==> src/hw/rtl/pcf_pkg.sv <==
`timescale 1ns / 1ps

package pcf_pkg;

    // Input command codes
    localparam logic [1:0] CMD_KEY    = 2'd0;
    localparam logic [1:0] CMD_FINISH = 2'd1;
    localparam logic [1:0] CMD_PAIR   = 2'd2;
    localparam logic [1:0] CMD_NONE   = 2'd3;

    // Result status codes
    localparam logic [1:0] ST_DONE      = 2'd0;
    localparam logic [1:0] ST_NOT_READY = 2'd1;
    localparam logic [1:0] ST_DUPLICATE = 2'd2;
    localparam logic [1:0] ST_FULL      = 2'd3;

    // Result source select
    localparam logic [1:0] RES_EXEC = 2'd0;
    localparam logic [1:0] RES_SQ   = 2'd1;
    localparam logic [1:0] RES_FIN  = 2'd2;

    // Square geometry and letter codes
    localparam int unsigned SIDE        = 5;
    localparam int unsigned CELLS       = SIDE * SIDE;
    localparam int unsigned LETTERS     = 26;
    localparam logic [4:0]  LETTER_I    = 5'd8;
    localparam logic [4:0]  LETTER_J    = 5'd9;
    localparam logic [4:0]  LAST_LETTER = 5'd25;
    localparam logic [4:0]  CELLS_5B    = 5'(CELLS);
    localparam logic [2:0]  SIDE_LAST   = 3'(SIDE - 1);

    // Commands from controller to datapath
    typedef struct packed {
        logic       capture;
        logic       fire;
        logic       sq_read;
        logic       walk_start;
        logic       walk_step;
        logic [1:0] res_sel;
    } ctrl_cmd_t;

    // Status from datapath to controller
    typedef struct packed {
        logic [1:0] cmd;
        logic       square_ready;
        logic       walk_last;
    } dp_stat_t;

endpackage

==> src/hw/rtl/pcf_ctrl.sv <==
`timescale 1ns / 1ps

module pcf_ctrl import pcf_pkg::*; (
    input  logic       aclk,
    input  logic       aresetn,
    input  logic       s_valid,
    output logic       s_ready,
    output logic       m_valid,
    input  logic       m_ready,
    input  dp_stat_t   stat,
    output ctrl_cmd_t  cmd
);

    localparam logic [2:0] S_IDLE = 3'd0;
    localparam logic [2:0] S_EXEC = 3'd1;
    localparam logic [2:0] S_SQ   = 3'd2;
    localparam logic [2:0] S_WALK = 3'd3;
    localparam logic [2:0] S_FIN  = 3'd4;

    logic [2:0] state_reg, state_next;
    logic       m_valid_reg, m_valid_next;
    logic       done;
    logic       out_free;
    logic       accept;

    assign out_free = !m_valid_reg || m_ready;
    assign s_ready  = (state_reg == S_IDLE) || (done && out_free);
    assign accept   = s_valid && s_ready;
    assign m_valid  = m_valid_reg;

    // Decode state into datapath commands
    always_comb begin
        done           = 1'b0;
        cmd            = '0;
        cmd.res_sel    = RES_EXEC;
        cmd.capture    = accept;
        state_next     = state_reg;
        case (state_reg)
            S_IDLE: begin
                if (accept) begin
                    state_next = S_EXEC;
                end
            end
            S_EXEC: begin
                case (stat.cmd)
                    CMD_FINISH: begin
                        if (stat.square_ready) begin
                            done = 1'b1;
                        end else begin
                            cmd.walk_start = 1'b1;
                            state_next     = S_WALK;
                        end
                    end
                    CMD_PAIR: begin
                        if (stat.square_ready) begin
                            cmd.sq_read = 1'b1;
                            state_next  = S_SQ;
                        end else begin
                            done = 1'b1;
                        end
                    end
                    default: begin
                        done = 1'b1;
                    end
                endcase
            end
            S_SQ: begin
                done        = 1'b1;
                cmd.res_sel = RES_SQ;
            end
            S_WALK: begin
                cmd.walk_step = 1'b1;
                if (stat.walk_last) begin
                    state_next = S_FIN;
                end
            end
            S_FIN: begin
                done        = 1'b1;
                cmd.res_sel = RES_FIN;
            end
            default: begin
                state_next = S_IDLE;
            end
        endcase
        cmd.fire = done && out_free;
        if (cmd.fire) begin
            state_next = accept ? S_EXEC : S_IDLE;
        end
    end

    // Hold the result valid until the receiver takes the transaction
    always_comb begin
        if (cmd.fire) begin
            m_valid_next = 1'b1;
        end else if (m_ready) begin
            m_valid_next = 1'b0;
        end else begin
            m_valid_next = m_valid_reg;
        end
    end

    always_ff @(posedge aclk) begin
        if (!aresetn) begin
            state_reg   <= S_IDLE;
            m_valid_reg <= 1'b0;
        end else begin
            state_reg   <= state_next;
            m_valid_reg <= m_valid_next;
        end
    end

endmodule

==> src/hw/rtl/pcf_datapath.sv <==
`timescale 1ns / 1ps

module pcf_datapath import pcf_pkg::*; (
    input  logic       aclk,
    input  logic       aresetn,
    input  logic       cfg_wr_en,
    input  logic       cfg_wr_data,
    input  logic [1:0] s_command,
    input  logic [4:0] s_letter_a,
    input  logic [4:0] s_letter_b,
    output logic [4:0] m_out_a,
    output logic [4:0] m_out_b,
    output logic [1:0] m_status,
    input  ctrl_cmd_t  cmd,
    output dp_stat_t   stat
);

    // Saturate to z, then fold j onto i
    function automatic logic [4:0] norm_letter(input logic [4:0] v);
        logic [4:0] c;
        c = (v > LAST_LETTER) ? LAST_LETTER : v;
        return (c == LETTER_J) ? LETTER_I : c;
    endfunction

    // Step a row or column index by one, wrapping at the square edge
    function automatic logic [2:0] step_idx(input logic [2:0] v, input logic back);
        logic [2:0] r;
        if (back) begin
            r = (v == 3'd0) ? SIDE_LAST : v - 3'd1;
        end else begin
            r = (v == SIDE_LAST) ? 3'd0 : v + 3'd1;
        end
        return r;
    endfunction

    function automatic logic [4:0] cell_addr(input logic [2:0] row, input logic [2:0] col);
        return {row, 2'b00} + {2'b00, row} + {2'b00, col};
    endfunction

    // Memories: square letters and per-letter {row, col}
    logic [4:0] square_mem [CELLS];
    logic [5:0] pos_mem [LETTERS];

    logic             decrypt_reg;
    logic [LETTERS-1:0] present_reg;
    logic [4:0]       fill_reg;
    logic [2:0]       fill_row_reg;
    logic [2:0]       fill_col_reg;
    logic             ready_reg;
    logic [4:0]       walk_reg;
    logic [1:0]       cmd_q;
    logic [4:0]       a_q;
    logic [5:0]       pos_a_q, pos_b_q;
    logic [4:0]       sq_a_q, sq_b_q;
    logic [4:0]       out_a_reg, out_b_reg;
    logic [1:0]       status_reg;

    logic [1:0] key_status;
    logic [1:0] res_status;
    logic [4:0] res_a, res_b;
    logic       key_place;
    logic       walk_place;
    logic       place_en;
    logic [4:0] place_c;
    logic [2:0] r1, c1, r2, c2;
    logic [2:0] nr1, nc1, nr2, nc2;

    assign stat.cmd          = cmd_q;
    assign stat.square_ready = ready_reg;
    assign stat.walk_last    = (walk_reg == LAST_LETTER);

    // Key letter check
    always_comb begin
        if (ready_reg || (fill_reg >= CELLS_5B)) begin
            key_status = ST_FULL;
        end else if (present_reg[a_q]) begin
            key_status = ST_DUPLICATE;
        end else begin
            key_status = ST_DONE;
        end
    end

    // Pick the result for the current state
    always_comb begin
        res_a      = 5'd0;
        res_b      = 5'd0;
        res_status = ST_DONE;
        case (cmd.res_sel)
            RES_EXEC: begin
                case (cmd_q)
                    CMD_KEY:    res_status = key_status;
                    CMD_FINISH: res_status = ST_FULL;
                    CMD_PAIR:   res_status = ST_NOT_READY;
                    default:    res_status = ST_DONE;
                endcase
            end
            RES_SQ: begin
                res_a = sq_a_q;
                res_b = sq_b_q;
            end
            default: begin
                res_status = ST_DONE;
            end
        endcase
    end

    // Placement from a key letter or the finishing walk
    assign key_place  = cmd.fire && (cmd.res_sel == RES_EXEC) && (cmd_q == CMD_KEY)
                        && (key_status == ST_DONE);
    assign walk_place = cmd.walk_step && (walk_reg != LETTER_J) && (fill_reg < CELLS_5B)
                        && !present_reg[walk_reg];
    assign place_en   = key_place || walk_place;
    assign place_c    = key_place ? a_q : walk_reg;

    // Translate coordinates
    always_comb begin
        r1  = pos_a_q[5:3];
        c1  = pos_a_q[2:0];
        r2  = pos_b_q[5:3];
        c2  = pos_b_q[2:0];
        nr1 = r1;
        nc1 = c1;
        nr2 = r2;
        nc2 = c2;
        if (r1 == r2) begin
            nc1 = step_idx(c1, decrypt_reg);
            nc2 = step_idx(c2, decrypt_reg);
        end else if (c1 == c2) begin
            nr1 = step_idx(r1, decrypt_reg);
            nr2 = step_idx(r2, decrypt_reg);
        end else begin
            nc1 = c2;
            nc2 = c1;
        end
    end

    // Memory writes and registered reads
    always_ff @(posedge aclk) begin
        if (place_en) begin
            square_mem[fill_reg] <= place_c;
            pos_mem[place_c]     <= {fill_row_reg, fill_col_reg};
        end
        if (cmd.capture) begin
            pos_a_q <= pos_mem[norm_letter(s_letter_a)];
            pos_b_q <= pos_mem[norm_letter(s_letter_b)];
        end
        if (cmd.sq_read) begin
            sq_a_q <= square_mem[cell_addr(nr1, nc1)];
            sq_b_q <= square_mem[cell_addr(nr2, nc2)];
        end
    end

    // Capture the transaction and load the output register
    always_ff @(posedge aclk) begin
        if (cmd.capture) begin
            cmd_q <= s_command;
            a_q   <= norm_letter(s_letter_a);
        end
        if (cmd.fire) begin
            out_a_reg  <= res_a;
            out_b_reg  <= res_b;
            status_reg <= res_status;
        end
    end

    // Square control state
    always_ff @(posedge aclk) begin
        if (!aresetn) begin
            decrypt_reg  <= 1'b0;
            present_reg  <= '0;
            fill_reg     <= 5'd0;
            fill_row_reg <= 3'd0;
            fill_col_reg <= 3'd0;
            ready_reg    <= 1'b0;
            walk_reg     <= 5'd0;
        end else begin
            if (cfg_wr_en) begin
                decrypt_reg <= cfg_wr_data;
            end
            if (place_en) begin
                present_reg[place_c] <= 1'b1;
                fill_reg             <= fill_reg + 5'd1;
                if (fill_col_reg == SIDE_LAST) begin
                    fill_col_reg <= 3'd0;
                    fill_row_reg <= fill_row_reg + 3'd1;
                end else begin
                    fill_col_reg <= fill_col_reg + 3'd1;
                end
            end
            if (cmd.walk_start) begin
                walk_reg <= 5'd0;
            end else if (cmd.walk_step) begin
                walk_reg <= walk_reg + 5'd1;
                if (walk_reg == LAST_LETTER) begin
                    ready_reg <= 1'b1;
                end
            end
        end
    end

    assign m_out_a  = out_a_reg;
    assign m_out_b  = out_b_reg;
    assign m_status = status_reg;

endmodule

==> src/hw/rtl/playfair_digraph_cipher_core.sv <==
`timescale 1ns / 1ps

// Playfair 5x5 digraph cipher core.
// Input channel s_*: s_command selects key letter, finish square, translate
// pair or no-op; s_letter_a / s_letter_b carry letters 0=a..25=z. Each
// transaction yields exactly one result on m_*: m_out_a, m_out_b and m_status.
// cfg_wr_en / cfg_wr_data write the decrypt bit; write only while idle.
// A key letter or a rejected command is decided in the execute state; a
// translated pair takes a position memory read, then a square memory read;
// a finish walks over the 26 letters, one per cycle, to fill the square.
// Throughput: one key letter per cycle while the receiver takes each result;
// the next transaction is taken in the cycle the current result is loaded.
// Reset clears the square (fill count, letter set, ready flag), the decrypt
// bit and the output valid; no clearing pass is needed.
// When the receiver stalls, the result is held in the output register; an idle
// core takes one more item and holds it, s_ready low until the register frees.

module playfair_digraph_cipher_core import pcf_pkg::*; (
    input  logic       aclk,
    input  logic       aresetn,
    input  logic       cfg_wr_en,
    input  logic       cfg_wr_data,
    input  logic       s_valid,
    output logic       s_ready,
    input  logic [1:0] s_command,
    input  logic [4:0] s_letter_a,
    input  logic [4:0] s_letter_b,
    output logic       m_valid,
    input  logic       m_ready,
    output logic [4:0] m_out_a,
    output logic [4:0] m_out_b,
    output logic [1:0] m_status
);

    ctrl_cmd_t cmd;
    dp_stat_t  stat;

    pcf_ctrl u_ctrl (
        .aclk    (aclk),
        .aresetn (aresetn),
        .s_valid (s_valid),
        .s_ready (s_ready),
        .m_valid (m_valid),
        .m_ready (m_ready),
        .stat    (stat),
        .cmd     (cmd)
    );

    pcf_datapath u_datapath (
        .aclk        (aclk),
        .aresetn     (aresetn),
        .cfg_wr_en   (cfg_wr_en),
        .cfg_wr_data (cfg_wr_data),
        .s_command   (s_command),
        .s_letter_a  (s_letter_a),
        .s_letter_b  (s_letter_b),
        .m_out_a     (m_out_a),
        .m_out_b     (m_out_b),
        .m_status    (m_status),
        .cmd         (cmd),
        .stat        (stat)
    );

endmodule
==> config.mk <==
export PLATFORM = sky130hd
export DESIGN_NAME = playfair_digraph_cipher_core
export DESIGN_NICKNAME = d
export VERILOG_FILES = /design/src/hw/rtl/pcf_pkg.sv /design/src/hw/rtl/pcf_ctrl.sv /design/src/hw/rtl/pcf_datapath.sv /design/src/hw/rtl/playfair_digraph_cipher_core.sv
export SDC_FILE = /design/constraint.sdc
export NUM_CORES = 1
export LEC_CHECK = 0
export BUFFER_PORTS_ARGS = -buffer_cell sky130_fd_sc_hd__buf_2
export CAP_MARGIN = 10
export CORE_ASPECT_RATIO = 1.75
export CORE_MARGIN = 1
export CORE_UTILIZATION = 62
export DETAILED_ROUTE_END_ITERATION = 6
export PLACE_DENSITY = 0.79
export REMOVE_ABC_BUFFERS = 1
export SETUP_SLACK_MARGIN = 0.05
export SYNTH_ARGS = -nofsm -noshare
export SYNTH_HDL_FRONTEND = slang
export SYNTH_SLANG_ARGS = --single-unit
==> constraint.sdc <==
create_clock -name aclk -period 10.7 [get_ports aclk]
set_input_delay 1.605 -clock aclk [delete_from_list [all_inputs] [get_ports aclk]]
set_output_delay 1.605 -clock aclk [all_outputs]
set_load 0.005 [all_outputs]
# After elaboration in Yosys (flattened, before gate mapping)
# Memories as Yosys holds them, arrays and structs flattened. A register that Yosys moved wholly into a read port is not among the register bits.
# Index checks and enable logic that the tools add are counted.
[word_totals]
reg_bits = 67
ramBits = 281
inputBits = 18
elab_cells = 152
mem_count = 2
[mem_list]
columns = ["memory", "depth", "word_bits", "read_ports", "rd_ports_with_merged_regs", "write_ports", "line", "source"]
rows = [
  ["u_datapath.pos_mem", 26, 6, 2, 2, 1, "pcf_datapath.sv:42", "logic [5:0] pos_mem [LETTERS];"],
  ["u_datapath.square_mem", 25, 5, 2, 2, 1, "pcf_datapath.sv:41", "logic [4:0] square_mem [CELLS];"],
]
[classes]
addsub = 16
order_cmp = 8
eq_ne = 24
mux = 56
bitwise = 3
n_reduce_logical = 29
[ops]
columns = ["cell", "count"]
rows = [
  ["3-bit 2-to-1 mux", 26],
  ["26-bit bitwise OR", 1],
  ["5-bit 2-to-1 mux", 5],
  ["5-bit by 3-bit adder with 5-bit output", 4],
  ["3-bit by 1-bit adder with 3-bit output, second input constant", 6],
  ["3-bit == test, second input constant", 6],
  ["5-bit by 6-bit < comparator with 1-bit output, second input constant", 3],
  ["3-bit logical NOT", 5],
  ["1-bit 2-to-1 mux", 13],
  ["3-bit case mux with 4 select lines", 1],
  ["3-bit by 1-bit subtractor with 3-bit output, second input constant", 4],
  ["5-bit by 1-bit adder with 5-bit output, second input constant", 2],
  ["1-bit binary-select mux with 5-bit select", 2],
  ["5-bit by 4-bit == test with 1-bit output, second input constant", 2],
  ["5-bit > comparator, second input constant", 2],
  ["1-bit logical AND", 9],
  ["4-bit by 3-bit inequality test with 1-bit output, second input constant", 2],
  ["3-bit by 2-bit == test with 1-bit output, second input constant", 2],
  ["3-bit == test", 2],
  ["2-bit logical NOT", 3],
  ["2-bit 2-to-1 mux", 3],
  ["2-bit case mux with 3 select lines", 1],
  ["3-bit case mux with 2 select lines", 1],
  ["6-bit AND reduction", 1],
  ["other kinds (22)", 30],
]

# Logic depth before layout (Yosys ltp)
[depth]
word_depth = 13
mapped_depth = 18
ltp_nobuf = 16

# By module
# A second synthesis with hierarchy kept.
[unflattened]
hier_cells = 1337
hier_area_um2 = 18750.5
[by_module_without_submodules]
columns = ["mod", "instances", "cells_per_inst", "area_each_um2", "seq_area_each_um2"]
rows = [
  ["pcf_datapath", 1, 1285, 18302.6, 10550.1],
  ["pcf_ctrl", 1, 52, 447.9, 80.1],
]

# Worst setup path before layout
# Ideal clock, no wire load.
[synth_path]
kind = "reg-to-reg"
from = "reg u_datapath.pos_b_q[5] (read register of u_datapath.pos_mem)"
to = "reg u_datapath.sq_a_q[0] (read register of u_datapath.square_mem), data pin"
setup_ns = 0.264
t_arrival_ns = 4.251
setup_slack_ns = 6.185
stages_incl_launch_ff = 19
n_path_buf = 4
path_cell_list = "edfxtp_1 -> clkbuf_1 -> xnor2_1 -> nand3_1 -> and3_1 -> clkbuf_1 -> o22a_1 -> inv_1 -> clkbuf_1 -> fa_1 -> inv_1 -> fa_1 -> clkbuf_1 -> mux4_2 -> and3_1 -> a221oi_1 -> nand2_1 -> mux2i_1 -> o22ai_1"
[synth_between]
elab_chain_len = 4
elab_cells_between_ends = 5
[synth_lines]
columns = ["item", "line", "source"]
rows = [
  ["start, declared", "pcf_datapath.sv:53", "logic [5:0] pos_a_q, pos_b_q;"],
  ["3-bit == test (*)", "pcf_datapath.sv:125", "if (r1 == r2) begin"],
  ["3-bit 2-to-1 mux", "pcf_datapath.sv:125", ""],
  ["5-bit by 3-bit adder with 5-bit output", "pcf_datapath.sv:37", "return {row, 2'b00} + {2'b00, row} + {2'b00, col};"],
  ["5-bit by 3-bit adder with 5-bit output (*)", "pcf_datapath.sv:37", ""],
  ["end, declared", "pcf_datapath.sv:54", "logic [4:0] sq_a_q, sq_b_q;"],
]
# Every way passes the cells marked *; elsewhere a longest branch is shown, timed or not.
# A chain may end at the register's enable or synchronous reset.

# Worst setup path in the final report
[layout_path]
from = "reg u_datapath.pos_b_q[5] (read register of u_datapath.pos_mem)"
to = "reg u_datapath.sq_b_q[1] (read register of u_datapath.square_mem), data pin"
[layout_between]
elab_chain_len = 7
elab_cells_between_ends = 13
[layout_lines]
columns = ["item", "line", "source"]
rows = [
  ["3-bit by 1-bit adder with 3-bit output (tied with other cells)", "pcf_datapath.sv:31", "r = (v == SIDE_LAST) ? 3'd0 : v + 3'd1;"],
  ["3-bit 2-to-1 mux, on equally long branches", "pcf_datapath.sv:31, pcf_datapath.sv:29", ""],
  ["3-bit 2-to-1 mux", "pcf_datapath.sv:28", "if (back) begin"],
  ["3-bit 2-to-1 mux", "pcf_datapath.sv:128", "end else if (c1 == c2) begin"],
  ["3-bit 2-to-1 mux", "pcf_datapath.sv:125", ""],
  ["5-bit by 3-bit adder with 5-bit output", "pcf_datapath.sv:37", ""],
  ["5-bit by 3-bit adder with 5-bit output (*)", "pcf_datapath.sv:37", ""],
  ["end, declared", "pcf_datapath.sv:54", ""],
]
# Marks and branches as above.

==> impl_metrics.json <==
{
  "synth_top_family_by_area": "multiplexers",
  "wl_per_cell_microns": 28.1,
  "syn_inst": 1444,
  "ys_types": 74,
  "clk_path_buf_depth": 3,
  "cts_post_setup_buffers_inserted": 0,
  "synth.top_cells.by_area": "edfxtp_1 (50%), mux4_2 (13%), dfxtp_1 (4.9%)",
  "track_usage": 0.335,
  "synthMuxAreaShare": 0.183,
  "firstDrtPassIters": 6,
  "synth-edff-count": 322,
  "rsz0062_at_grt": "no",
  "ctsResizeCount": 0,
  "crit_required_ps": 10960,
  "clk_pin_slew_ps": 60,
  "htreeDepth": 2,
  "cts_tree": "yes",
  "status": "finished clean",
  "nFillCells": 2135,
  "reg2reg_slack_ps": 4440,
  "yosysTopAreaCell": "edfxtp_1",
  "drv_slew": 0,
  "hold_end": "u_datapath.present_reg[14]",
  "drv_cap": 0,
  "antennaDiodeCount": 0,
  "cts_hold_buf": 0,
  "hold_start": "u_datapath.present_reg[14]",
  "synth_area_per_cell_sq_um": 13.4,
  "die_h_microns": 236,
  "async_flop_share": 0,
  "wl_mm": 51.6,
  "setup_violations": 0,
  "grt_max_degree": 56,
  "viasPerCell": 7.20,
  "clk_latency_ps": 540,
  "critPathLaunchType": "flip-flop",
  "yosysSeqAreaShare": 0.548,
  "clock_sinks": 370,
  "largest_reg_flops": 156,
  "skew_ps": 28.0,
  "fin_nets": 1481,
  "synth_fa_ha_area_frac": 0.0267,
  "io_pins": 32,
  "tightestPinTransition_ps": 1160,
  "fin_crit_sh": 0.585,
  "drc_errors": 0,
  "worstSetupEndpointType": "flip-flop",
  "core_sq_mm": 0.0307,
  "yosysMostFrequentCell": "edfxtp_1",
  "synthToLayoutAreaGrowth_pct": 7.57,
  "overflow": 0,
  "synthFlopType": "edfxtp_1",
  "min_path_type": "flip-flop to flip-flop",
  "drive_gt1_frac": 0.173,
  "slew_headroom": 0.230,
  "cts_root_buf": "clkbuf_16",
  "synthTopCellsByCount": "edfxtp_1 (322), mux4_2 (112), nand2_1 (111)",
  "syn_area_sq_mm": 0.0194,
  "ff2ff_path_depth": 14,
  "pwr-share-comb": 0.484,
  "vias": 13200,
  "timing.rr.end": "u_datapath.sq_b_q[1]",
  "ys_ff_latch": 370,
  "synth_compound_area_frac": 0.117,
  "p_leak_nw": 7.32,
  "power_density_mw_per_mm2": 274,
  "p_sw_frac": 0.393,
  "numPortBuffers": 31,
  "ir_drop_mv": 0.290,
  "grt_pass1_vias": 13500,
  "power_frac_seq": 0.307,
  "r2r-start": "u_datapath.pos_b_q[5]",
  "grt_pass1_wl_mm": 78.5,
  "critPathKind": "flip-flop to flip-flop",
  "p_clk_frac": 0.209,
  "gp_congestion": 0.943,
  "fin_setup_tns_ps": 0,
  "p_int_w": 0.00347,
  "place_hpwl_mm": 36.6,
  "antenna_left": 0,
  "period_minus_slack_ps": 6260,
  "max_freq_mhz": 160,
  "synth_xor_xnor_area_share": 0.00767,
  "yosysWarnings": 0,
  "drt_iter0_drc": 1657,
  "cts_buffers": 35,
  "cp.arrival_ps": 6520,
  "finalHoldViolations": 0,
  "power_switching_w": 0.00225,
  "netlist.area_leader.share": 0.498,
  "grt_antenna_before_repair": 1,
  "start_util": 0.632,
  "holdPathStages": 1,
  "die_w_microns": 136,
  "rows": 85,
  "crit_path_max_fanout": 17,
  "synth_simple_gate_area_frac": 0.0882,
  "die-area_sq_mm": 0.0321,
  "fin_util": 0.679
}
through the flow:
stage / instances / area, sq um / setup slack (ps) / power (W) / hold slack, ps
6_report: 1839 / 20900 / 4440 / 0.00572 / 486
3_5_place_dp: 1777 / 19800 / 4590 / 0.00451 / 474
2_1_floorplan: 1337 / 19000 / 2860 / 0.00373 / 453
3_3_place_gp: 1776 / 19800 / 4700 / 0.00443 / 463
4_1_cts: 1838 / 20900 / 4550 / 0.00570 / 488
5_1_grt: 1839 / 20900 / 4110 / 0.00598 / 501
how the worst max path moves through the flow:
stage	start	endpoint	slack (ps)
final	u_datapath.pos_b_q[5]	u_datapath.sq_b_q[1]	4440
after global placement	u_datapath.pos_b_q[5]	u_datapath.sq_b_q[1]	4700
after detailed placement	u_datapath.pos_b_q[5]	u_datapath.sq_b_q[1]	4590
after floorplan	s_letter_a[3]	u_datapath.pos_a_q[0]	2860
after CTS	u_datapath.pos_b_q[5]	u_datapath.sq_b_q[1]	4550
after global routing	u_datapath.pos_b_q[5]	u_datapath.sq_b_q[2]	4110
cells by family after synthesis:
logic type | Yosys count
buf+inv | 149
compound gates | 304
simple gates | 352
mux | 213
flops | 370
fa+ha+maj | 39
xor+xnor | 17
layout by cell type (no fill, tap or decap), drive strengths merged, types with 7 or more instances in the layout:
cell type,n
nor3,25
edfxtp,322
a22oi,24
mux2i,88
a311oi,30
mux2,13
o22ai,21
mux4,112
nor2,86
xor2,10
nand2b,12
dfxtp,48
a211oi,18
buf,50
a21o,15
xnor2,7
a21oi,25
clkbuf,39
o21a,16
nand2,112
inv,43
and2,17
a221oi,10
o221ai,20
o21ai,40
a31oi,13
ha,35
clkinv,14
nand3,13
nand4,13
and3,39
o311a,7
o211ai,16
nor2b,9
per-layer routing:
layer	up-vias	global-route usage	part of all wire
li1	5725	-	-
met1	6554	0.353	0.32
met2	744	0.599	0.54
met3	222	0.0434	0.061
met4	0	0.248	0.084
met5	-	0	0
critical path, cell delays in order, from the launching register on:
cell and delay, ps:
edfxtp_1 520, xnor2_1 180, nand3_1 440, and3_1 420, o22a_1 530, inv_1 400
fa_1 610, inv_1 80, fa_1 430, xor2_1 780, nor2_1 430, a221oi_1 770
nand2_1 130, mux2i_1 170, o22ai_1 100
final cells by class:
class	count	area [sq um]	area share
Clock inverter	22	168	0.00803
Tap cell	391	489	0.0234
Inverter	42	158	0.00755
Timing Repair Buffer	50	302	0.0144
Clock buffer	39	901	0.0431
Sequential cell	370	10600	0.509
Multi-Input combinational cell	925	8240	0.394
power by group through the flow:
stage | clock (W) | combinational [W] | sequential [W]
final | 0.00120 | 0.00277 | 0.00175
after global routing | 0.00125 | 0.00296 | 0.00176
after CTS | 0.00121 | 0.00274 | 0.00175
after detailed placement | 0 | 0.00273 | 0.00178
after global placement | 0 | 0.00265 | 0.00178
after floorplan | 0 | 0.00197 | 0.00176
No activity file was read; power rests on OpenSTA's default activity.
